$ cat config.mk
export PLATFORM = sky130hd
export DESIGN_NAME = rational_arith_reduce_top
export DESIGN_NICKNAME = d
export VERILOG_FILES = /design/src/rtl/core/rar_pkg.sv /design/src/rtl/core/rar_datapath.sv /design/src/rtl/core/rar_ctrl.sv /design/src/rtl/core/rational_arith_reduce_top.sv
export SDC_FILE = /design/constraint.sdc
export NUM_CORES = 2
export LEC_CHECK = 0
export ABC_AREA = 0
export BUFFER_PORTS_ARGS = -buffer_cell sky130_fd_sc_hd__buf_2
export CAP_MARGIN = 25
export CORE_UTILIZATION = 64
export DETAILED_ROUTE_END_ITERATION = 8
export GPL_TIMING_DRIVEN = 1
export PLACE_DENSITY = 0.81
export SYNTH_ARGS = -nofsm -noshare
export SYNTH_HDL_FRONTEND = slang
export SYNTH_SLANG_ARGS = --single-unit
$ cat constraint.sdc
create_clock -name clk -period 9.8 [get_ports clk]
set_input_delay 1.96 -clock clk [delete_from_list [all_inputs] [get_ports clk]]
set_output_delay 1.96 -clock clk [all_outputs]
set_load 0.02 [all_outputs]
$ cat src/rtl/core/rar_pkg.sv
package rar_pkg;

  localparam int RES_W   = 32;
  localparam int OPW_DEF = 16;
  localparam int CNT_W   = $clog2(RES_W);

  localparam logic [1:0] OP_ADD = 2'd0;
  localparam logic [1:0] OP_SUB = 2'd1;
  localparam logic [1:0] OP_DIV = 2'd2;

  typedef enum logic [1:0] {
    STS_OK        = 2'd0,
    STS_OPND_ZERO = 2'd1,
    STS_DEN_ZERO  = 2'd2
  } status_code_t;

  typedef enum logic [1:0] {
    PS_AD,
    PS_BC,
    PS_BD
  } prod_sel_t;

  typedef enum logic [1:0] {
    DS_EUC,
    DS_NUM,
    DS_DEN
  } div_src_t;

  typedef enum logic [3:0] {
    S_IDLE,
    S_MUL_AD,
    S_MUL_BC,
    S_MUL_BD,
    S_MUL_ACC,
    S_CHECK,
    S_EUC_LOAD,
    S_EUC_DIV,
    S_EUC_NEXT,
    S_QN_LOAD,
    S_QN_DIV,
    S_QD_LOAD,
    S_QD_DIV,
    S_QD_END,
    S_WRITE
  } rar_state_t;

  typedef struct packed {
    logic      load;
    logic      mul_en;
    prod_sel_t mul_sel;
    logic      acc_en;
    prod_sel_t acc_sel;
    logic      check;
    logic      div_load;
    div_src_t  div_src;
    logic      div_step;
    logic      euc_shift;
    logic      quo_en;
    div_src_t  quo_dst;
    logic      write;
  } rar_cmd_t;

  typedef struct packed {
    logic opnd_zero;
    logic q_zero;
    logic rem_zero;
  } rar_sts_t;

endpackage

$ cat src/rtl/core/rar_datapath.sv
module rar_datapath
  import rar_pkg::*;
#(
  parameter int OPERAND_WIDTH = OPW_DEF
) (
  input  logic                            clk,
  input  logic                            rst,
  input  rar_cmd_t                        cmd,
  output rar_sts_t                        sts,
  input  logic [1:0]                      opcode,
  input  logic signed [OPERAND_WIDTH-1:0] first_num,
  input  logic signed [OPERAND_WIDTH-1:0] first_den,
  input  logic signed [OPERAND_WIDTH-1:0] second_num,
  input  logic signed [OPERAND_WIDTH-1:0] second_den,
  output logic signed [RES_W-1:0]         result_num,
  output logic signed [RES_W-1:0]         result_den,
  output logic [1:0]                      status
);

  function automatic logic [RES_W-1:0] mag(input logic [RES_W-1:0] x);
    mag = x[RES_W-1] ? -x : x;
  endfunction

  logic [1:0]                      op;
  logic signed [OPERAND_WIDTH-1:0] a;
  logic signed [OPERAND_WIDTH-1:0] b;
  logic signed [OPERAND_WIDTH-1:0] c;
  logic signed [OPERAND_WIDTH-1:0] d;
  logic                            opnd_zero;
  logic [RES_W-1:0]                a_ext, b_ext, c_ext, d_ext;
  logic [RES_W-1:0]                mul_x, mul_y;
  logic [RES_W-1:0]                prod;
  logic [RES_W-1:0]                n;
  logic [RES_W-1:0]                q;
  logic [RES_W-1:0]                num_mag;
  logic                            num_neg;
  logic [RES_W-1:0]                den_mag;
  logic                            den_neg;
  logic [RES_W-1:0]                dv_quo;
  logic [RES_W-1:0]                dv_rem;
  logic [RES_W:0]                  rem_sh;
  logic [RES_W:0]                  diff;
  logic [RES_W-1:0]                dividend;
  logic                            quo_neg;
  logic [RES_W-1:0]                quo_val;
  logic [RES_W-1:0]                rn;
  logic [RES_W-1:0]                rd;
  status_code_t                    rs;

  assign a_ext = RES_W'(a);
  assign b_ext = RES_W'(b);
  assign c_ext = RES_W'(c);
  assign d_ext = RES_W'(d);

  always_comb begin
    case (cmd.mul_sel)
      PS_AD: begin
        mul_x = a_ext;
        mul_y = d_ext;
      end
      PS_BC: begin
        mul_x = b_ext;
        mul_y = c_ext;
      end
      default: begin
        mul_x = b_ext;
        mul_y = d_ext;
      end
    endcase
  end

  always_comb begin
    case (cmd.div_src)
      DS_EUC:  dividend = num_mag;
      DS_NUM:  dividend = mag(n);
      default: dividend = mag(q);
    endcase
  end

  assign rem_sh  = {dv_rem, dv_quo[RES_W-1]};
  assign diff    = rem_sh - {1'b0, den_mag};
  assign quo_neg = ((cmd.quo_dst == DS_NUM) ? n[RES_W-1] : q[RES_W-1]) ^ den_neg;
  assign quo_val = quo_neg ? -dv_quo : dv_quo;

  always_ff @(posedge clk) begin
    if (cmd.load) begin
      op        <= opcode;
      a         <= first_num;
      b         <= first_den;
      c         <= second_num;
      d         <= second_den;
      opnd_zero <= (opcode == OP_ADD || opcode == OP_SUB) &&
                   (first_den == '0 || second_den == '0);
    end
    if (cmd.mul_en) begin
      prod <= mul_x * mul_y;
    end
    if (cmd.acc_en) begin
      case (cmd.acc_sel)
        PS_AD: n <= prod;
        PS_BC: begin
          case (op)
            OP_ADD:  n <= n + prod;
            OP_SUB:  n <= n - prod;
            default: q <= prod;
          endcase
        end
        default: begin
          if (op == OP_ADD || op == OP_SUB) begin
            q <= prod;
          end
        end
      endcase
    end
    if (cmd.check) begin
      num_mag <= mag(n);
      num_neg <= n[RES_W-1];
      den_mag <= mag(q);
      den_neg <= q[RES_W-1];
      if (opnd_zero) begin
        rn <= '0;
        rd <= '0;
      end else if (q == '0) begin
        rn <= n;
        rd <= '0;
      end
    end
    if (cmd.div_load) begin
      dv_quo <= dividend;
      dv_rem <= '0;
    end else if (cmd.div_step) begin
      dv_quo <= {dv_quo[RES_W-2:0], ~diff[RES_W]};
      dv_rem <= diff[RES_W] ? rem_sh[RES_W-1:0] : diff[RES_W-1:0];
    end
    if (cmd.euc_shift) begin
      num_mag <= den_mag;
      num_neg <= den_neg;
      den_mag <= dv_rem;
      den_neg <= num_neg;
    end
    if (cmd.quo_en) begin
      if (cmd.quo_dst == DS_NUM) begin
        rn <= quo_val;
      end else begin
        rd <= quo_val;
      end
    end
    if (cmd.write) begin
      result_num <= rn;
      result_den <= rd;
    end
  end

  always_ff @(posedge clk) begin
    if (rst) begin
      rs     <= STS_OK;
      status <= STS_OK;
    end else begin
      if (cmd.check) begin
        if (opnd_zero) begin
          rs <= STS_OPND_ZERO;
        end else if (q == '0) begin
          rs <= STS_DEN_ZERO;
        end else begin
          rs <= STS_OK;
        end
      end
      if (cmd.write) begin
        status <= rs;
      end
    end
  end

  assign sts.opnd_zero = opnd_zero;
  assign sts.q_zero    = (q == '0);
  assign sts.rem_zero  = (dv_rem == '0);

`ifndef SYNTH
  a_div_nonzero: assert property (@(posedge clk) disable iff (rst)
    cmd.div_step |-> den_mag != '0)
    else $error("divide step with zero divisor");

  a_rem_below: assert property (@(posedge clk) disable iff (rst)
    cmd.euc_shift |-> dv_rem < den_mag)
    else $error("euclid remainder not below divisor");
`endif

endmodule

$ cat src/rtl/core/rar_ctrl.sv
module rar_ctrl
  import rar_pkg::*;
(
  input  logic     clk,
  input  logic     rst,
  input  logic     req_valid,
  output logic     req_ready,
  output logic     rsp_valid,
  input  logic     rsp_ready,
  input  rar_sts_t sts,
  output rar_cmd_t cmd
);

  rar_state_t       state, state_next;
  logic [CNT_W-1:0] count;
  logic             last_step;
  logic             out_free;

  assign last_step = (count == CNT_W'(RES_W - 1));
  assign out_free  = !rsp_valid || rsp_ready;
  assign req_ready = (state == S_IDLE);

  always_comb begin
    state_next = state;
    case (state)
      S_IDLE:     if (req_valid) state_next = S_MUL_AD;
      S_MUL_AD:   state_next = S_MUL_BC;
      S_MUL_BC:   state_next = S_MUL_BD;
      S_MUL_BD:   state_next = S_MUL_ACC;
      S_MUL_ACC:  state_next = S_CHECK;
      S_CHECK: begin
        if (sts.opnd_zero || sts.q_zero) begin
          state_next = S_WRITE;
        end else begin
          state_next = S_EUC_LOAD;
        end
      end
      S_EUC_LOAD: state_next = S_EUC_DIV;
      S_EUC_DIV:  if (last_step) state_next = S_EUC_NEXT;
      S_EUC_NEXT: begin
        if (sts.rem_zero) begin
          state_next = S_QN_LOAD;
        end else begin
          state_next = S_EUC_LOAD;
        end
      end
      S_QN_LOAD:  state_next = S_QN_DIV;
      S_QN_DIV:   if (last_step) state_next = S_QD_LOAD;
      S_QD_LOAD:  state_next = S_QD_DIV;
      S_QD_DIV:   if (last_step) state_next = S_QD_END;
      S_QD_END:   state_next = S_WRITE;
      S_WRITE:    if (out_free) state_next = S_IDLE;
      default:    state_next = S_IDLE;
    endcase
  end

  always_comb begin
    cmd = '0;
    cmd.mul_sel = PS_AD;
    cmd.acc_sel = PS_AD;
    cmd.div_src = DS_EUC;
    cmd.quo_dst = DS_NUM;
    case (state)
      S_IDLE: cmd.load = req_valid;
      S_MUL_AD: begin
        cmd.mul_en  = 1'b1;
        cmd.mul_sel = PS_AD;
      end
      S_MUL_BC: begin
        cmd.mul_en  = 1'b1;
        cmd.mul_sel = PS_BC;
        cmd.acc_en  = 1'b1;
        cmd.acc_sel = PS_AD;
      end
      S_MUL_BD: begin
        cmd.mul_en  = 1'b1;
        cmd.mul_sel = PS_BD;
        cmd.acc_en  = 1'b1;
        cmd.acc_sel = PS_BC;
      end
      S_MUL_ACC: begin
        cmd.acc_en  = 1'b1;
        cmd.acc_sel = PS_BD;
      end
      S_CHECK: cmd.check = 1'b1;
      S_EUC_LOAD: begin
        cmd.div_load = 1'b1;
        cmd.div_src  = DS_EUC;
      end
      S_EUC_DIV:  cmd.div_step = 1'b1;
      S_EUC_NEXT: cmd.euc_shift = !sts.rem_zero;
      S_QN_LOAD: begin
        cmd.div_load = 1'b1;
        cmd.div_src  = DS_NUM;
      end
      S_QN_DIV:   cmd.div_step = 1'b1;
      S_QD_LOAD: begin
        cmd.div_load = 1'b1;
        cmd.div_src  = DS_DEN;
        cmd.quo_en   = 1'b1;
        cmd.quo_dst  = DS_NUM;
      end
      S_QD_DIV:   cmd.div_step = 1'b1;
      S_QD_END: begin
        cmd.quo_en  = 1'b1;
        cmd.quo_dst = DS_DEN;
      end
      S_WRITE:    cmd.write = out_free;
      default:    cmd = '0;
    endcase
  end

  always_ff @(posedge clk) begin
    if (rst) begin
      state     <= S_IDLE;
      count     <= '0;
      rsp_valid <= 1'b0;
    end else begin
      state <= state_next;
      if (cmd.div_load) begin
        count <= '0;
      end else if (cmd.div_step) begin
        count <= count + 1'b1;
      end
      if (cmd.write) begin
        rsp_valid <= 1'b1;
      end else if (rsp_ready) begin
        rsp_valid <= 1'b0;
      end
    end
  end

`ifndef SYNTH
  a_accept_starts: assert property (@(posedge clk) disable iff (rst)
    (req_valid && req_ready) |=> state == S_MUL_AD)
    else $error("accepted transaction did not start the multiply sequence");

  a_rsp_from_write: assert property (@(posedge clk) disable iff (rst)
    $rose(rsp_valid) |-> $past(state) == S_WRITE)
    else $error("response raised outside the write state");

  a_count_idle: assert property (@(posedge clk) disable iff (rst)
    (state == S_EUC_LOAD || state == S_QN_LOAD || state == S_QD_LOAD) |=> count == '0)
    else $error("divider step count not cleared on load");
`endif

endmodule

$ cat src/rtl/core/rational_arith_reduce_top.sv
// sequence: after accept, the multiply and accumulate states and a check go to write
// on a zero operand or result denominator, else to euclid steps and both final divisions
// flow: one transaction in flight; the next is taken while the last result waits
// the 32-step radix-2 divider is shared by euclid and both final divisions
// reset: synchronous active-high rst returns the controller to idle and drops rsp_valid
module rational_arith_reduce_top
  import rar_pkg::*;
#(
  parameter int OPERAND_WIDTH = OPW_DEF
) (
  input  logic                            clk,
  input  logic                            rst,
  input  logic                            req_valid,
  output logic                            req_ready,
  input  logic [1:0]                      opcode,
  input  logic signed [OPERAND_WIDTH-1:0] first_num,
  input  logic signed [OPERAND_WIDTH-1:0] first_den,
  input  logic signed [OPERAND_WIDTH-1:0] second_num,
  input  logic signed [OPERAND_WIDTH-1:0] second_den,
  output logic                            rsp_valid,
  input  logic                            rsp_ready,
  output logic signed [RES_W-1:0]         result_num,
  output logic signed [RES_W-1:0]         result_den,
  output logic [1:0]                      status
);

  rar_cmd_t cmd;
  rar_sts_t sts;

  rar_ctrl u_ctrl (
    .clk       (clk),
    .rst       (rst),
    .req_valid (req_valid),
    .req_ready (req_ready),
    .rsp_valid (rsp_valid),
    .rsp_ready (rsp_ready),
    .sts       (sts),
    .cmd       (cmd)
  );

  rar_datapath #(
    .OPERAND_WIDTH (OPERAND_WIDTH)
  ) u_datapath (
    .clk        (clk),
    .rst        (rst),
    .cmd        (cmd),
    .sts        (sts),
    .opcode     (opcode),
    .first_num  (first_num),
    .first_den  (first_den),
    .second_num (second_num),
    .second_den (second_den),
    .result_num (result_num),
    .result_den (result_den),
    .status     (status)
  );

endmodule
==> results.toml <==
[run_status]
status = "complete, no violations"

[final_layout]
instances_no_fill = 4156
layout-drive-gt1-share_pct = 11.0
nFillCells = 3716
nets = 4027
final_area_um2 = 37500
area_delta_synth_final_pct = 9.68

[global_route]
grtUsageMet2_pct = 59.4
grt_busiest_layer = "met2"
grt.met1_usage_pct = 39.4
grt_overflow = 0
gr-usage-met3_pct = 4.93
grt_start_max_net_pins = 99
grt_pass1_vias = 26700
grt_pass1_wl_um = 141000
antenna_found_initial = 1
track_usage_pct = 33.8

[synth]
synth.distinct_cells = 83
netlist.area_leader.share_pct = 28.6
syn_area_per_cell_um2 = 10.4
synth_cells = 3298
synth_compound_area_share_pct = 12.6
ys_seq_area_share_pct = 35.0
synth_edf_count = 325
synthFlopType = "edfxtp_1"
synth_nets = 3897
yosys.area_share.xor_xnor_pct = 6.05
synth_mux_area_share_pct = 2.65
ys_ff_latch = 435
yosysMostFrequentCell = "inv_1"
ys_top_cells_by_count = "inv_1, nor2_1, fa_1"
synth_area_um2 = 34200
yosys_warnings = 0
synthTopCellsByArea = "edfxtp_1, fa_1, ha_1, dfxtp_1, inv_1"
synth_largest_area_cell = "edfxtp_1"
synth_fa_ha_area_share_pct = 26.9
synthSimpleGateAreaFrac_pct = 11.0
synth_top_family_by_area = "adder cells"
async_flop_share_pct = 0

[sta]
fmax_mhz = 109
worst_pin_slew_ns = 1.08
hold_viol = 0
slew-limit-headroom_pct = 27.7
tns_ns = 0
fin_crit_sh_pct = 93.6
fin_crit_ns = 9.17
rsz0062_at_grt = "no"
drv_slew = 0
finClkSkew_ns = 0.0242
setup_viol = 0

[critical_path]
crit_path_frequent_cell = "fa_1"
crit_family = "adder cells"
cp.required_ns = 10.14
worstPathArrival_ns = 9.51
critPathBufInv = 6
critPathSlowestCell = "dfxtp_1"
cp-start-kind = "flip-flop"
crit_type = "reg -> reg"
cp_max_fo = 17
end_kind = "flip-flop"
critPathMaxStageDelay_ns = 0.63

[cts]
clock-root-buffer = "clkbuf_16"
postCtsHoldBufs = 0
cts_tree = "yes"
path_clk_slew_ns = 0.06
post_cts_buffers = 0
clockBufferDepth = 3
clock_latency_ns = 0.60
cts-resized-gates = 0
clock-sinks = 435
htree_levels = 2
numCtsBuffers = 46

[placed_design]
dpl-instance-area_um2 = 35800
dp_hpwl_um = 70000
numPortBuffers = 137
dp_cells = 4066
gp_congestion = 0.996

[die]
pin_count = 138
die_area_um2 = 54300
fp.coreArea_um2 = 52700
start_util_pct = 64.9
rows = 84
die_h_um = 233
die_width_um = 233

[drt]
vias_per_cell = 6.14
detail_route.iter0.violations = 2263
drtPass1Iterations = 8
vias = 25500
drc = 0
routedWlPerCell_um = 21.6
routed_wirelength_um = 89600
postRouteAntennaNets = 0

[min_path]
hold_class = "reg -> reg"

[run]
drv_cap = 0
per-stage QoR:
| stage | setup slack, ns | hold slack [ns] | utilization (%) |
|---|---|---|---|
| finish | 0.629 | 0.433 | 71.2 |
| global route | 0.342 | 0.437 | 71.2 |
| CTS | 0.751 | 0.432 | 71.1 |
| detailed placement | 0.815 | 0.418 | 68.0 |
| global placement | 0.922 | 0.414 | 68.0 |
| floorplan | 1.56 | 0.408 | - |
worst paths after layout:
check / start / endpoint / slack [ns] / cells past startpoint
max: u_ctrl.state[1] / u_datapath.prod[31] / 0.63 / 29
min: u_datapath.rn[3] / u_datapath.result_num[3] / 0.43 / 0
max reg2reg: u_ctrl.state[1] / u_datapath.prod[31] / 0.63 / 29
min reg2reg: u_datapath.rn[3] / u_datapath.result_num[3] / 0.43 / 0
worst register-to-register path, delay by kind of cell, from the launching register on:
kind,cells,cell delay (ns)
muxes,1,0.30
buffers and inverters,6,0.74
AOI/OAI and AO/OA,7,1.78
DFF,1,0.63
and+or+nand+nor,5,1.47
adders and majority gates,9,3.83
xor gates and xnor gates,1,0.15
registers in the layout, indices dropped and copies added (netlist names), 2 cells and up:
name,flops
u_datapath.q,32
u_datapath.prod,32
u_ctrl.count,5
u_ctrl.state,4
u_datapath.n,32
u_datapath.rs,2
u_datapath.status,2
u_datapath.d,16
u_datapath.dv_rem,32
u_datapath.den_mag,32
u_datapath.result_num,32
u_datapath.b,16
u_datapath.rn,32
u_datapath.result_den,32
u_datapath.num_mag,32
u_datapath.a,16
u_datapath.rd,32
u_datapath.c,16
u_datapath.dv_quo,32
u_datapath.op,2
placed cells by master (no fill, tap or decap), types with 13 or more instances in the layout:
cell type and n:
inv_1 398, nor2_1 344, fa_1 342, edfxtp_1 325, a21oi_1 222, nand2_1 214
ha_1 187, o21ai_0 164, buf_2 137, xor2_1 122, dfxtp_1 110, xnor2_1 108
nand3_1 67, buf_4 61, mux2i_1 58, a21o_1 51, clkbuf_16 49, nand2b_1 29
nor3_1 29, mux2_2 28, nor4_1 27, o31ai_1 26, or2_2 20, a221oi_2 20
o21a_1 18, or3_1 18, a221oi_1 17, nor2b_1 16, a31oi_1 16, o41ai_1 13
kinds of logic after synthesis:
kind of cell,count (synthesis)
simple gates,832
compound gates,666
fa+ha+maj,529
buf+inv,516
flops,435
xor+xnor,233
mux,87
per-layer routing:
metal	up-vias	part of all wire [%]
li1	11600	-
met1	12400	37
met2	1266	50
met3	309	7.1
met4	0	6.1
met5	-	0
final cells by class:
type                       instances  area [µm²]  area share, %
sequential                       435       12000           31.9
inverter                         398        1490           3.99
clock buffer                      61        1320           3.53
antenna                            2        5.00         0.0134
tap                              688         861           2.30
multi-input combinational       2347       20300           54.3
clock inverter                    25         313          0.835
timing repair buffer             200        1180           3.16
Power is not shown: default switching activity piles up to over one toggle a cycle in this logic, so the estimate is an artifact.
